**src/hw/rtl/lob_pkg.sv**
```systemverilog
`timescale 1ns / 1ps
package lob_pkg;

  localparam int SLOTS   = 32;
  localparam int SLOT_W  = $clog2(SLOTS);
  localparam int PRICE_W = 32;
  localparam int QTY_W   = 32;
  localparam int REM_W   = QTY_W - 1;
  localparam int ID_W    = 32;
  localparam int ARR_W   = 32;
  localparam int SUM_W   = REM_W + SLOT_W;

  typedef enum logic [1:0] {
    CMD_SUBMIT  = 2'd0,
    CMD_CANCEL  = 2'd1,
    CMD_REPLACE = 2'd2,
    CMD_NONE    = 2'd3
  } cmd_t;

  typedef enum logic [1:0] {
    TIF_GTC  = 2'd0,
    TIF_IOC  = 2'd1,
    TIF_FOK  = 2'd2,
    TIF_RSVD = 2'd3
  } tif_t;

  typedef enum logic [2:0] {
    REJ_NONE       = 3'd0,
    REJ_NO_LIQ     = 3'd1,
    REJ_POST_CROSS = 3'd2,
    REJ_NOT_FOUND  = 3'd3,
    REJ_BAD_QTY    = 3'd4,
    REJ_DUP        = 3'd5,
    REJ_FULL       = 3'd6,
    REJ_RSVD       = 3'd7
  } rej_t;

  // Commands from the controller to the datapath.
  typedef struct packed {
    logic load;
    logic scan_clear;
    logic scan_step;
    logic drop_found;
    logic bump_arrival;
    logic apply_fill;
    logic write_slot;
    logic emit_fill;
    logic emit_status;
    logic acc;
    logic rest;
    logic full;
    logic canc;
    rej_t rej;
  } lob_ctrl_t;

  // Status from the datapath to the controller.
  typedef struct packed {
    cmd_t cmd;
    logic qty_bad;
    logic scan_last;
    logic found;
    logic cross_any;
    logic fok_short;
    logic best_found;
    logic taker_done;
    logic rem_zero;
    logic free_found;
    logic tif_kill;
    logic is_fok;
    logic post_only;
  } lob_stat_t;

endpackage

```
**src/hw/rtl/lob_datapath.sv**
```systemverilog
`timescale 1ns / 1ps
module lob_datapath (
  input  logic                                 clk,
  input  logic                                 rst,
  input  logic [1:0]                           cmd,
  input  logic [lob_pkg::ID_W-1:0]             order_id,
  input  logic                                 side,
  input  logic signed [lob_pkg::PRICE_W-1:0]   price,
  input  logic signed [lob_pkg::QTY_W-1:0]     quantity,
  input  logic [1:0]                           tif,
  input  logic                                 post_only,
  input  lob_pkg::lob_ctrl_t                   ctrl,
  output lob_pkg::lob_stat_t                   stat,
  output logic                                 valid,
  output logic                                 kind,
  output logic [lob_pkg::ID_W-1:0]             maker_order_id,
  output logic [lob_pkg::REM_W-1:0]            fill_qty,
  output logic signed [lob_pkg::PRICE_W-1:0]   fill_price,
  output logic                                 accepted,
  output logic                                 resting,
  output logic                                 filled,
  output logic                                 cancelled,
  output logic [2:0]                           rej_code,
  output logic                                 last
);
  import lob_pkg::*;

  // Slot storage.
  logic [SLOTS-1:0]                 slot_valid;
  logic                             slot_side      [SLOTS];
  logic signed [PRICE_W-1:0]        slot_price     [SLOTS];
  logic [REM_W-1:0]                 slot_remaining [SLOTS];
  logic [ID_W-1:0]                  slot_owner_id  [SLOTS];
  logic [ARR_W-1:0]                 slot_arrival   [SLOTS];
  logic [ARR_W-1:0]                 arrival_counter;

  // Latched command.
  cmd_t                      cmd_q;
  logic [ID_W-1:0]           id_q;
  logic                      side_q;
  logic signed [PRICE_W-1:0] price_q;
  logic signed [QTY_W-1:0]   qty_q;
  tif_t                      tif_q;
  logic                      post_q;
  logic [REM_W-1:0]          rem;
  logic [ARR_W-1:0]          arr_q;

  // Scan accumulators.
  logic [SLOT_W-1:0]         idx;
  logic                      found;
  logic [SLOT_W-1:0]         found_idx;
  logic                      found_side;
  logic                      free_found;
  logic [SLOT_W-1:0]         free_idx;
  logic                      cross_any;
  logic [SUM_W-1:0]          fok_total;
  logic                      best_found;
  logic [SLOT_W-1:0]         best_idx;
  logic signed [PRICE_W-1:0] best_px;
  logic [ARR_W-1:0]          best_age;
  logic [REM_W-1:0]          best_rem;
  logic [ID_W-1:0]           best_id;

  logic                      cur_valid;
  logic                      cur_side;
  logic signed [PRICE_W-1:0] cur_price;
  logic [REM_W-1:0]          cur_rem;
  logic [ID_W-1:0]           cur_id;
  logic [ARR_W-1:0]          cur_age;
  logic                      crosses;
  logic                      cand;
  logic                      better;
  logic [REM_W-1:0]          traded;

  // Slot under scan, read at the scan index only.
  assign cur_valid = slot_valid[idx];
  assign cur_side  = slot_side[idx];
  assign cur_price = slot_price[idx];
  assign cur_rem   = slot_remaining[idx];
  assign cur_id    = slot_owner_id[idx];
  assign cur_age   = arrival_counter - slot_arrival[idx];

  // A resting order on the other side whose price crosses the taker limit.
  always_comb begin
    crosses = side_q ? (cur_price >= price_q) : (cur_price <= price_q);
    cand    = cur_valid && (cur_side != side_q) && crosses;
    if (!best_found) begin
      better = 1'b1;
    end else if (cur_price != best_px) begin
      better = side_q ? (cur_price > best_px) : (cur_price < best_px);
    end else begin
      better = cur_age > best_age;
    end
  end

  assign traded = (rem < best_rem) ? rem : best_rem;

  always_comb begin
    stat            = '0;
    stat.cmd        = cmd_q;
    stat.qty_bad    = (qty_q <= 0);
    stat.scan_last  = (idx == SLOT_W'(SLOTS - 1));
    stat.found      = found;
    stat.cross_any  = cross_any;
    stat.fok_short  = fok_total < SUM_W'(rem);
    stat.best_found = best_found;
    stat.taker_done = (rem <= best_rem);
    stat.rem_zero   = (rem == '0);
    stat.free_found = free_found;
    stat.tif_kill   = (tif_q == TIF_IOC) || (tif_q == TIF_FOK);
    stat.is_fok     = (tif_q == TIF_FOK);
    stat.post_only  = post_q;
  end

  // Command latch and taker state.
  always_ff @(posedge clk) begin
    if (ctrl.load) begin
      cmd_q   <= cmd_t'(cmd);
      id_q    <= order_id;
      side_q  <= side;
      price_q <= price;
      qty_q   <= quantity;
      tif_q   <= (tif_t'(tif) == TIF_RSVD) ? TIF_GTC : tif_t'(tif);
      post_q  <= post_only;
      rem     <= quantity[REM_W-1:0];
    end else begin
      if (ctrl.drop_found) begin
        side_q <= found_side;
      end
      if (ctrl.apply_fill) begin
        rem <= rem - traded;
      end
    end
  end

  // Scan over the slots, one slot per cycle.
  always_ff @(posedge clk) begin
    if (ctrl.scan_clear) begin
      idx        <= '0;
      found      <= 1'b0;
      free_found <= 1'b0;
      cross_any  <= 1'b0;
      fok_total  <= '0;
      best_found <= 1'b0;
    end else if (ctrl.scan_step) begin
      idx <= idx + 1'b1;
      if (!found && cur_valid && (cur_id == id_q)) begin
        found      <= 1'b1;
        found_idx  <= idx;
        found_side <= cur_side;
      end
      if (!free_found && !cur_valid) begin
        free_found <= 1'b1;
        free_idx   <= idx;
      end
      if (cand) begin
        cross_any <= 1'b1;
        fok_total <= fok_total + SUM_W'(cur_rem);
      end
      if (cand && better) begin
        best_found <= 1'b1;
        best_idx   <= idx;
        best_px    <= cur_price;
        best_age   <= cur_age;
        best_rem   <= cur_rem;
        best_id    <= cur_id;
      end
    end
  end

  // Book updates: valid bits and the arrival counter are control state.
  always_ff @(posedge clk) begin
    if (rst) begin
      slot_valid      <= '0;
      arrival_counter <= '0;
    end else begin
      if (ctrl.drop_found) begin
        slot_valid[found_idx] <= 1'b0;
      end
      if (ctrl.bump_arrival) begin
        arrival_counter <= arrival_counter + 1'b1;
      end
      if (ctrl.apply_fill && (traded == best_rem)) begin
        slot_valid[best_idx] <= 1'b0;
      end
      if (ctrl.write_slot) begin
        slot_valid[free_idx] <= 1'b1;
      end
    end
  end

  always_ff @(posedge clk) begin
    if (ctrl.bump_arrival) begin
      arr_q <= arrival_counter;
    end
    if (ctrl.apply_fill) begin
      slot_remaining[best_idx] <= best_rem - traded;
    end
    if (ctrl.write_slot) begin
      slot_side[free_idx]      <= side_q;
      slot_price[free_idx]     <= price_q;
      slot_remaining[free_idx] <= rem;
      slot_owner_id[free_idx]  <= id_q;
      slot_arrival[free_idx]   <= arr_q;
    end
  end

  // Result register: each transfer is shown for one cycle.
  always_ff @(posedge clk) begin
    if (rst) begin
      valid <= 1'b0;
    end else begin
      valid <= ctrl.emit_fill || ctrl.emit_status;
    end
  end

  always_ff @(posedge clk) begin
    if (ctrl.emit_fill) begin
      kind           <= 1'b0;
      maker_order_id <= best_id;
      fill_qty       <= traded;
      fill_price     <= best_px;
      accepted       <= 1'b0;
      resting        <= 1'b0;
      filled         <= 1'b0;
      cancelled      <= 1'b0;
      rej_code       <= REJ_NONE;
      last           <= 1'b0;
    end else if (ctrl.emit_status) begin
      kind           <= 1'b1;
      maker_order_id <= '0;
      fill_qty       <= '0;
      fill_price     <= '0;
      accepted       <= ctrl.acc;
      resting        <= ctrl.rest;
      filled         <= ctrl.full;
      cancelled      <= ctrl.canc;
      rej_code       <= ctrl.rej;
      last           <= 1'b1;
    end
  end

endmodule

```
**src/hw/rtl/lob_controller.sv**
```systemverilog
`timescale 1ns / 1ps
module lob_controller (
  input  logic               clk,
  input  logic               rst,
  input  logic               start,
  output logic               busy,
  input  lob_pkg::lob_stat_t stat,
  output lob_pkg::lob_ctrl_t ctrl
);
  import lob_pkg::*;

  typedef enum logic [3:0] {
    S_IDLE,
    S_DECODE,
    S_FIND,
    S_FIND_DONE,
    S_CHECK,
    S_CHECK_DONE,
    S_BEST,
    S_BEST_DONE,
    S_FINISH,
    S_PLACE,
    S_PLACE_DONE
  } state_t;

  state_t state;
  state_t state_next;

  // Next state and datapath commands.
  always_comb begin
    state_next = state;
    ctrl       = '0;
    ctrl.rej   = REJ_NONE;
    case (state)
      S_IDLE: begin
        if (start) begin
          ctrl.load       = 1'b1;
          ctrl.scan_clear = 1'b1;
          state_next      = S_DECODE;
        end
      end
      S_DECODE: begin
        case (stat.cmd)
          CMD_SUBMIT: begin
            if (stat.qty_bad) begin
              ctrl.emit_status = 1'b1;
              ctrl.rej         = REJ_BAD_QTY;
              state_next       = S_IDLE;
            end else begin
              state_next = S_CHECK;
            end
          end
          CMD_CANCEL, CMD_REPLACE: begin
            state_next = S_FIND;
          end
          default: begin
            ctrl.emit_status = 1'b1;
            state_next       = S_IDLE;
          end
        endcase
      end
      S_FIND: begin
        ctrl.scan_step = 1'b1;
        if (stat.scan_last) begin
          state_next = S_FIND_DONE;
        end
      end
      S_FIND_DONE: begin
        if (!stat.found) begin
          ctrl.emit_status = 1'b1;
          ctrl.rej         = REJ_NOT_FOUND;
          state_next       = S_IDLE;
        end else if (stat.cmd == CMD_CANCEL) begin
          ctrl.drop_found  = 1'b1;
          ctrl.emit_status = 1'b1;
          ctrl.canc        = 1'b1;
          state_next       = S_IDLE;
        end else if (stat.qty_bad) begin
          ctrl.emit_status = 1'b1;
          ctrl.rej         = REJ_BAD_QTY;
          state_next       = S_IDLE;
        end else begin
          ctrl.drop_found = 1'b1;
          ctrl.scan_clear = 1'b1;
          state_next      = S_CHECK;
        end
      end
      S_CHECK: begin
        ctrl.scan_step = 1'b1;
        if (stat.scan_last) begin
          state_next = S_CHECK_DONE;
        end
      end
      S_CHECK_DONE: begin
        if (stat.post_only && stat.cross_any) begin
          ctrl.emit_status = 1'b1;
          ctrl.rej         = REJ_POST_CROSS;
          state_next       = S_IDLE;
        end else if (stat.is_fok && stat.fok_short) begin
          ctrl.emit_status = 1'b1;
          ctrl.rej         = REJ_NO_LIQ;
          state_next       = S_IDLE;
        end else begin
          ctrl.bump_arrival = 1'b1;
          ctrl.scan_clear   = 1'b1;
          state_next        = S_BEST;
        end
      end
      S_BEST: begin
        ctrl.scan_step = 1'b1;
        if (stat.scan_last) begin
          state_next = S_BEST_DONE;
        end
      end
      S_BEST_DONE: begin
        if (stat.best_found) begin
          ctrl.apply_fill = 1'b1;
          ctrl.emit_fill  = 1'b1;
          if (stat.taker_done) begin
            state_next = S_FINISH;
          end else begin
            ctrl.scan_clear = 1'b1;
            state_next      = S_BEST;
          end
        end else begin
          state_next = S_FINISH;
        end
      end
      S_FINISH: begin
        if (stat.rem_zero) begin
          ctrl.emit_status = 1'b1;
          ctrl.acc         = 1'b1;
          ctrl.full        = 1'b1;
          state_next       = S_IDLE;
        end else if (stat.tif_kill) begin
          ctrl.emit_status = 1'b1;
          ctrl.acc         = 1'b1;
          state_next       = S_IDLE;
        end else begin
          ctrl.scan_clear = 1'b1;
          state_next      = S_PLACE;
        end
      end
      S_PLACE: begin
        ctrl.scan_step = 1'b1;
        if (stat.scan_last) begin
          state_next = S_PLACE_DONE;
        end
      end
      S_PLACE_DONE: begin
        ctrl.emit_status = 1'b1;
        state_next       = S_IDLE;
        if (stat.found) begin
          ctrl.rej = REJ_DUP;
        end else if (!stat.free_found) begin
          ctrl.rej = REJ_FULL;
        end else begin
          ctrl.write_slot = 1'b1;
          ctrl.acc        = 1'b1;
          ctrl.rest       = 1'b1;
        end
      end
      default: begin
        state_next = S_IDLE;
      end
    endcase
  end

  // State register and registered busy flag.
  always_ff @(posedge clk) begin
    if (rst) begin
      state <= S_IDLE;
      busy  <= 1'b0;
    end else begin
      state <= state_next;
      busy  <= (state_next != S_IDLE);
    end
  end

endmodule

```
**src/hw/rtl/limit_order_book_matcher.sv**
```systemverilog
`timescale 1ns / 1ps
// Order book of one market with price-time priority over 32 resting slots.
// A command is transferred at a clock edge where start is high and busy is
// low; every result of that command then appears on the result ports for
// exactly one cycle with valid high, fills first and the status item (last
// high) at the end. The receiver cannot stall, so it must take each result
// in the cycle it is shown. The slots are examined one per cycle; each
// pass over the book is a scan of all 32 slots followed by a decision state.
// Every command starts with a decode state. A cancel adds one lookup pass.
// A submit adds a check pass, one search pass for each fill plus one more
// unless a fill completes the taker, a finish state, and one more pass if
// the remainder rests. A replace puts the lookup pass in front of that.
// A reject ends the command at the pass that finds it. busy drops in the
// cycle the status item is shown, and the next command can be transferred
// at the end of that cycle.
module limit_order_book_matcher (
  input  logic                                clk,
  input  logic                                rst,
  input  logic                                start,
  output logic                                busy,
  input  logic [1:0]                          cmd,
  input  logic [lob_pkg::ID_W-1:0]            order_id,
  input  logic                                side,
  input  logic signed [lob_pkg::PRICE_W-1:0]  price,
  input  logic signed [lob_pkg::QTY_W-1:0]    quantity,
  input  logic [1:0]                          tif,
  input  logic                                post_only,
  output logic                                valid,
  output logic                                kind,
  output logic [lob_pkg::ID_W-1:0]            maker_order_id,
  output logic [lob_pkg::REM_W-1:0]           fill_qty,
  output logic signed [lob_pkg::PRICE_W-1:0]  fill_price,
  output logic                                accepted,
  output logic                                resting,
  output logic                                filled,
  output logic                                cancelled,
  output logic [2:0]                          rej_code,
  output logic                                last
);
  import lob_pkg::*;

  lob_ctrl_t ctrl;
  lob_stat_t stat;

  lob_controller u_ctrl (
    .clk   (clk),
    .rst   (rst),
    .start (start),
    .busy  (busy),
    .stat  (stat),
    .ctrl  (ctrl)
  );

  lob_datapath u_dp (
    .clk            (clk),
    .rst            (rst),
    .cmd            (cmd),
    .order_id       (order_id),
    .side           (side),
    .price          (price),
    .quantity       (quantity),
    .tif            (tif),
    .post_only      (post_only),
    .ctrl           (ctrl),
    .stat           (stat),
    .valid          (valid),
    .kind           (kind),
    .maker_order_id (maker_order_id),
    .fill_qty       (fill_qty),
    .fill_price     (fill_price),
    .accepted       (accepted),
    .resting        (resting),
    .filled         (filled),
    .cancelled      (cancelled),
    .rej_code       (rej_code),
    .last           (last)
  );

  // An accepted command keeps the block busy in the next cycle.
  a_accept_busy: assert property (@(posedge clk) disable iff (rst)
    start && !busy |=> busy)
    else $error("block not busy after a command transfer");

  // Fills are only produced while the command is still being worked on.
  a_fill_busy: assert property (@(posedge clk) disable iff (rst)
    valid && !kind |-> busy)
    else $error("fill shown while block is idle");

  // A rejected command is never reported as accepted.
  a_reject_flags: assert property (@(posedge clk) disable iff (rst)
    valid && kind && (rej_code != REJ_NONE) |-> !accepted && !resting)
    else $error("reject reported together with acceptance");

  // A status item ends the command, so busy is already low while it is shown.
  a_status_end: assert property (@(posedge clk) disable iff (rst)
    valid && last |-> !busy)
    else $error("status item shown while command still running");

endmodule
```
**config.mk**
```make
export PLATFORM = sky130hd
export DESIGN_NAME = limit_order_book_matcher
export DESIGN_NICKNAME = d
export VERILOG_FILES = /design/src/hw/rtl/lob_pkg.sv /design/src/hw/rtl/lob_datapath.sv /design/src/hw/rtl/lob_controller.sv /design/src/hw/rtl/limit_order_book_matcher.sv
export SDC_FILE = /design/constraint.sdc
export NUM_CORES = 2
export LEC_CHECK = 0
export BUFFER_PORTS_ARGS = -buffer_cell sky130_fd_sc_hd__buf_2
export CORE_MARGIN = 4
export CORE_UTILIZATION = 38
export CTS_CLUSTER_DIAMETER = 40
export DETAILED_ROUTE_END_ITERATION = 6
export PLACE_DENSITY_LB_ADDON = 0.05
export SYNTH_ARGS = -nofsm -noshare
export SYNTH_HDL_FRONTEND = slang
export SYNTH_SLANG_ARGS = --single-unit
export TNS_END_PERCENT = 100
```
**constraint.sdc**
```tcl
create_clock -name clk -period 32 [get_ports clk]
set_input_delay 6.4 -clock clk [delete_from_list [all_inputs] [get_ports clk]]
set_output_delay 6.4 -clock clk [all_outputs]
set_load 0.02 [all_outputs]
```
After elaboration in Yosys (flattened, before gate mapping)
Memory sizes are Yosys's and may differ from the RTL's. A register that Yosys moved wholly into a read port is not among the register bits. Cells that the tools add are included.

Memories kept: 5. Word-level logic and storage cells: 233. RAM bits: 4096. Flip-flop bits (word level): 526. Input port bits: 105. Output and inout port bits: 106.

Add/subtract/negate cells: 6. $lt $le $gt $ge: 16. Reductions and logical operators: 34. Eq/ne operators: 20. Mux-type cells: 109. Bitwise gates (word level): 6.

Memory list: u_dp.slot_arrival (depth 32, width 32, read ports 1, clocked after memory_dff 1, wr ports 1, RTL line lob_datapath.sv:34) `logic [ARR_W-1:0] slot_arrival [SLOTS];`; u_dp.slot_owner_id (depth 32, width 32, read ports 1, clocked after memory_dff 1, wr ports 1, RTL line lob_datapath.sv:33) `logic [ID_W-1:0] slot_owner_id [SLOTS];`; u_dp.slot_price (depth 32, width 32, read ports 1, clocked after memory_dff 1, wr ports 1, RTL line lob_datapath.sv:31) `logic signed [PRICE_W-1:0] slot_price [SLOTS];`; u_dp.slot_remaining (depth 32, width 31, read ports 1, clocked after memory_dff 1, wr ports 1, RTL line lob_datapath.sv:32) `logic [REM_W-1:0] slot_remaining [SLOTS];`; u_dp.slot_side (depth 32, width 1, read ports 1, clocked after memory_dff 1, wr ports 1, RTL line lob_datapath.sv:30) `logic slot_side [SLOTS];`.

Operators with widths (number): $mux 32 (8); $mux 31 (6); $and 32x32->32 (2); $gt 32x32->1 (2); $not 32->32 (2); $sub 31x31->31 (2); $mux 5 (11); $mux 1 (47); $mux 4 (10); $pmux 4 s10 (1); $add 36x31->36 (1); $lt 36x31->1 (1); $mux 3 (11); $add 32x1->32 const B (1); $eq 32x32->1 (1); $ge 32x32->1 (1); $le 32x1->1 const B (1); $le 32x32->1 (1); $lt 32x32->1 (1); $ne 32x32->1 (1); $or 32x32->32 (1); $sub 32x32->32 (1); $eq 31x31->1 (1); $le 31x31->1 (1); other kinds (33) (76).

Logic depth before layout (Yosys ltp)
Depth in word-level cells: 13. Depth in mapped cells: 33. Depth with buffers taken out: 25.

Hierarchy
A second synthesis with hierarchy kept.

Cells, all modules: 11519. Area total of the unflattened synthesis: 196433.4 µm².

By module, submodules not included: lob_datapath (cells each 11424, seq. area each 137561.9 µm², times used 1, area each 195690.2 µm²); lob_controller (cells each 95, seq. area each 100.1 µm², times used 1, area each 743.2 µm²).

Least setup slack after synthesis
OpenSTA, ideal clock, no wires.

Kind: register -> register. Start: register (tool-made name). End: register u_dp.best_age[0], enable pin. Buffers on the path: 8. Data required time: 31.491 ns. Path slack: 21.672 ns. Library setup time: 0.509 ns. Cell stages (with the launch flop): 34. Period minus slack after synthesis: 10.328 ns. Data arrival time: 9.818 ns. Path through: dfxtp_1 -> buf_6 -> buf_12 -> buf_6 -> buf_6 -> buf_4 -> buf_2 -> clkbuf_1 -> buf_2 -> mux4_2 -> mux4_2 -> mux2_2 -> ha_1 -> inv_1 -> fa_1 -> a21o_1 -> a21oi_1 -> o211ai_1 -> a31oi_1 -> o41ai_1 -> nor2_1 -> nor2_1 -> a31oi_1 -> xnor2_1 -> ha_1 -> and3_1 -> nand4_1 -> or3_1 -> o21ai_0 -> a21oi_1 -> o211ai_1 -> a211oi_1 -> o211ai_1 -> o311a_1.

RTL lines: to (signal assigned) (RTL line lob_datapath.sv:164) `best_age <= cur_age;`; to (decl) (RTL line lob_datapath.sv:60) `logic [ARR_W-1:0] best_age;`.

==> results.md <==
* Crit path launch type: register
* Count leader, synth: edfxtp_1
* Fmax at 85.6 MHz
* Sequential share of the synthesized area at 74.2%
* Clk Latency, worst-skew pair at 1.08 ns
* Final WL at about 570000 um
* Reg power frac at a little over two fifths
* Worst hold path type: reg -> reg
* Total GRT Usage at 22.4%
* Most frequent cells after synthesis: edfxtp_1 (4499), mux4_2 (1190), nor2_1 (364)
* Max-cap violations at 0
* Via count at 95.4k
* Synth Flop Type: edfxtp_1
* Die Height at 707 um
* Layout Nets at 10.2k
* Post-synth EDFFs at around 4.5k
* Min Tclk post-route at ~12 ns
* Mapped Cells at 9055
* Top cell type's share of synthesized area at 72.8%
* FP Rows at 256
* Internal power at 12.8 mW
* RePlAce Congestion at between 0.8 and 0.9
* Initial antenna violation count at 30
* Post-Syn Area at 186000 um^2
* Vias in the first global route at 99.2k
* Initial Util at 38.2%
* DRC viols at 0
* Dominant cell type by area after synthesis: edfxtp_1
* Slew Limit Fails at 0
* Avg WL per Cell at between 30 and 40 um
* H-tree lvl count at 6
* CTS tree: yes
* Die Area at between 400000 and 500000 um^2
* Root buffer cell: clkbuf_16
* Dpl hpwl at between 300000 and 400000 um
* Post-synth ARST share at 0%
* Non-Filler Instances at 16.9k
* Number of I/O pins at 211
* Leak Pwr at 70.4 nW
* First-pass GRT wire length at 790000 um
* Vias per cell at 5.66
* Period utilization at 36.5%
* DR iter-0 viols at 9534
* Clk sinks at roughly 4.6k
* Worst-path maximum fanout at ~140
* Setup Crit Path Kind: reg -> reg
* Worst-margin pin slew at 1.29 ns
* Worst-path clk slew at 0.05 ns
* Seq cells post-synth at around 4.6k
* Syn. warnings at 0
* Comb pwr share at 12.2%
* Area Overhead vs Synth at 18.2%
* Overflow after GRT at 0
* Post-cts sizing count at 0
* Clk_skew at between 0.06 and 0.07 ns
* Final hold vios at 0
* RSZ-0062 raised after global routing: false
* Layout cell share with drive strength beyond 1 at 28.9%
* Largest net degree at the start of global routing at 143
* Post-CTS Setup Inserts at 0
* Placed cells at 15.6k
* Clock Path Buffers at 4
* Detail Route Antenna Nets at 0
* Post-Syn Area per Cell at 20.5 um^2
* Slowest stage cell, crit path: dfxtp_4
* Number of I/O port buffers at 210
* Power per cell area at just under 80 nW/um^2
* WP data arrival at approximately 12 ns
* Router iterations before antenna repair at 6
* Data required time at the worst endpoint at 32.63 ns
* Die Width at ~710 um
* Worst R2R Path Depth at 26
* Clock share of power at 44.8%
* Switching power at between 4 and 5 mW
* Setup_tns at 0 ns
* Top cell by count, worst path: buf_4
* Outcome: complete, no violations
* CP max stage delay at about 0.9 ns
* Peak VDD IR at about 0.000055 V
* Top cells by area, synth: edfxtp_1 (73%), mux4_2 (14%), ha_1 (1.9%), dfxtp_1 (1.4%), mux2i_1 (0.86%)
* Hold Buf Count CTS at 0
* Hold Path Stages at 2
* Critical Path End Type: register
* Synth Net Count at 9450
* Core area at 486000 um^2
* Endpoints failing setup at 0
* Switch share at between 20% and 30%
* Yosys cell types at 81
* Rel. slew slack at 14.1%
* Total CTS buffers at 681
[worst max-delay path: cells and delay by family, from the launching register on]
family                     cells  cell delay (ns)
DFF                            1             0.91
buffers and inverters          4             3.15
xor gates and xnor gates       1             0.16
AOI/OAI and AO/OA             11             3.29
muxes                          3             1.41
adders and majority gates      2             0.55
and+or+nand+nor                5             1.18
[layer usage]
layer  GRT usage, %  part of all wire, %  vias up
met3           2.76                  5.2      753
met2           35.6                   47     2960
li1               -                    -    39317
met1           33.3                   46    52385
met5              0                    0        -
met4           4.82                  2.0        0
[final timing paths]
check                              start                         end  slack (ns)
setup reg to reg                register  u_dp.best_rem[9]$_DFFE_PP_       20.31
hold reg to reg   u_dp.kind$_SDFFE_PP0P_      u_dp.kind$_SDFFE_PP0P_        0.47
setup / recovery                register  u_dp.best_rem[9]$_DFFE_PP_       20.31
hold / removal    u_dp.kind$_SDFFE_PP0P_      u_dp.kind$_SDFFE_PP0P_        0.47
[cell families after synthesis]
logic type / after synthesis / synth area share [%]
xor gates and xnor gates: 169 / 0.798
AOI/OAI and AO/OA: 875 / 3.02
and+or+nand+nor: 1012 / 2.59
adders and majority gates: 290 / 1.97
DFF: 4627 / 74.2
buffers and inverters: 629 / 1.48
muxes: 1453 / 16.0
[through the flow]
step	hold slack [ns]	setup WS [ns]	utilization (%)	cell area, um^2	power (mW)
5_1_grt	0.502	19.47	45.1	219000	17.8
6_report	0.475	20.31	45.1	219000	17.1
4_1_cts	0.477	20.15	45.1	219000	17.3
3_3_place_gp	0.457	20.21	40.3	196000	9.52
3_5_place_dp	0.469	20.24	40.3	196000	9.58
2_1_floorplan	0.435	21.67	-	186000	8.83
[state kept, by name (all words and copies together) (netlist names), 32 cells and up, named ones only]
register,count
u_dp.id_q,32
u_dp.slot_remaining,992
u_dp.arr_q,32
u_dp.best_id,32
u_dp.slot_valid,32
u_dp.best_px,32
u_dp.arrival_counter,32
u_dp.maker_order_id,32
u_dp.slot_owner_id,1024
u_dp.price_q,32
u_dp.qty_q,32
u_dp.fill_price,32
u_dp.slot_price,1024
u_dp.slot_arrival,1024
u_dp.fok_total,36
u_dp.best_age,32
u_dp.slot_side,32
[power by group through the flow]
stage | clock network (mW) | logic [mW] | registers, mW
after floorplan | 0 | 1.34 | 7.49
after global placement | 0 | 2.04 | 7.47
after detailed placement | 0 | 2.10 | 7.48
after CTS | 7.83 | 2.11 | 7.36
after global routing | 8.11 | 2.31 | 7.36
final | 7.67 | 2.09 | 7.35
[cells in the final DEF (no fill, tap or decap), types with 147 or more instances in the layout]
cell and n:
o21ai_0 147, nand2_1 218, nor2_1 331, a21oi_1 257, buf_4 244, mux4_2 1190
inv_1 206, clkbuf_16 694, edfxtp_1 4499, mux2i_1 160, buf_2 210, ha_1 286
[cell type report]
cell class / instances / area, um^2
sequential: 4627 / 138000
clock inverter: 492 / 5980
tap: 6450 / 8070
fill: 41218 / 267000
multi-input combinational: 3799 / 45700
timing repair buffer: 468 / 3160
clock buffer: 771 / 17700
antenna: 8 / 20.0
inverter: 240 / 1160
Power figures use the tool's default switching activity.
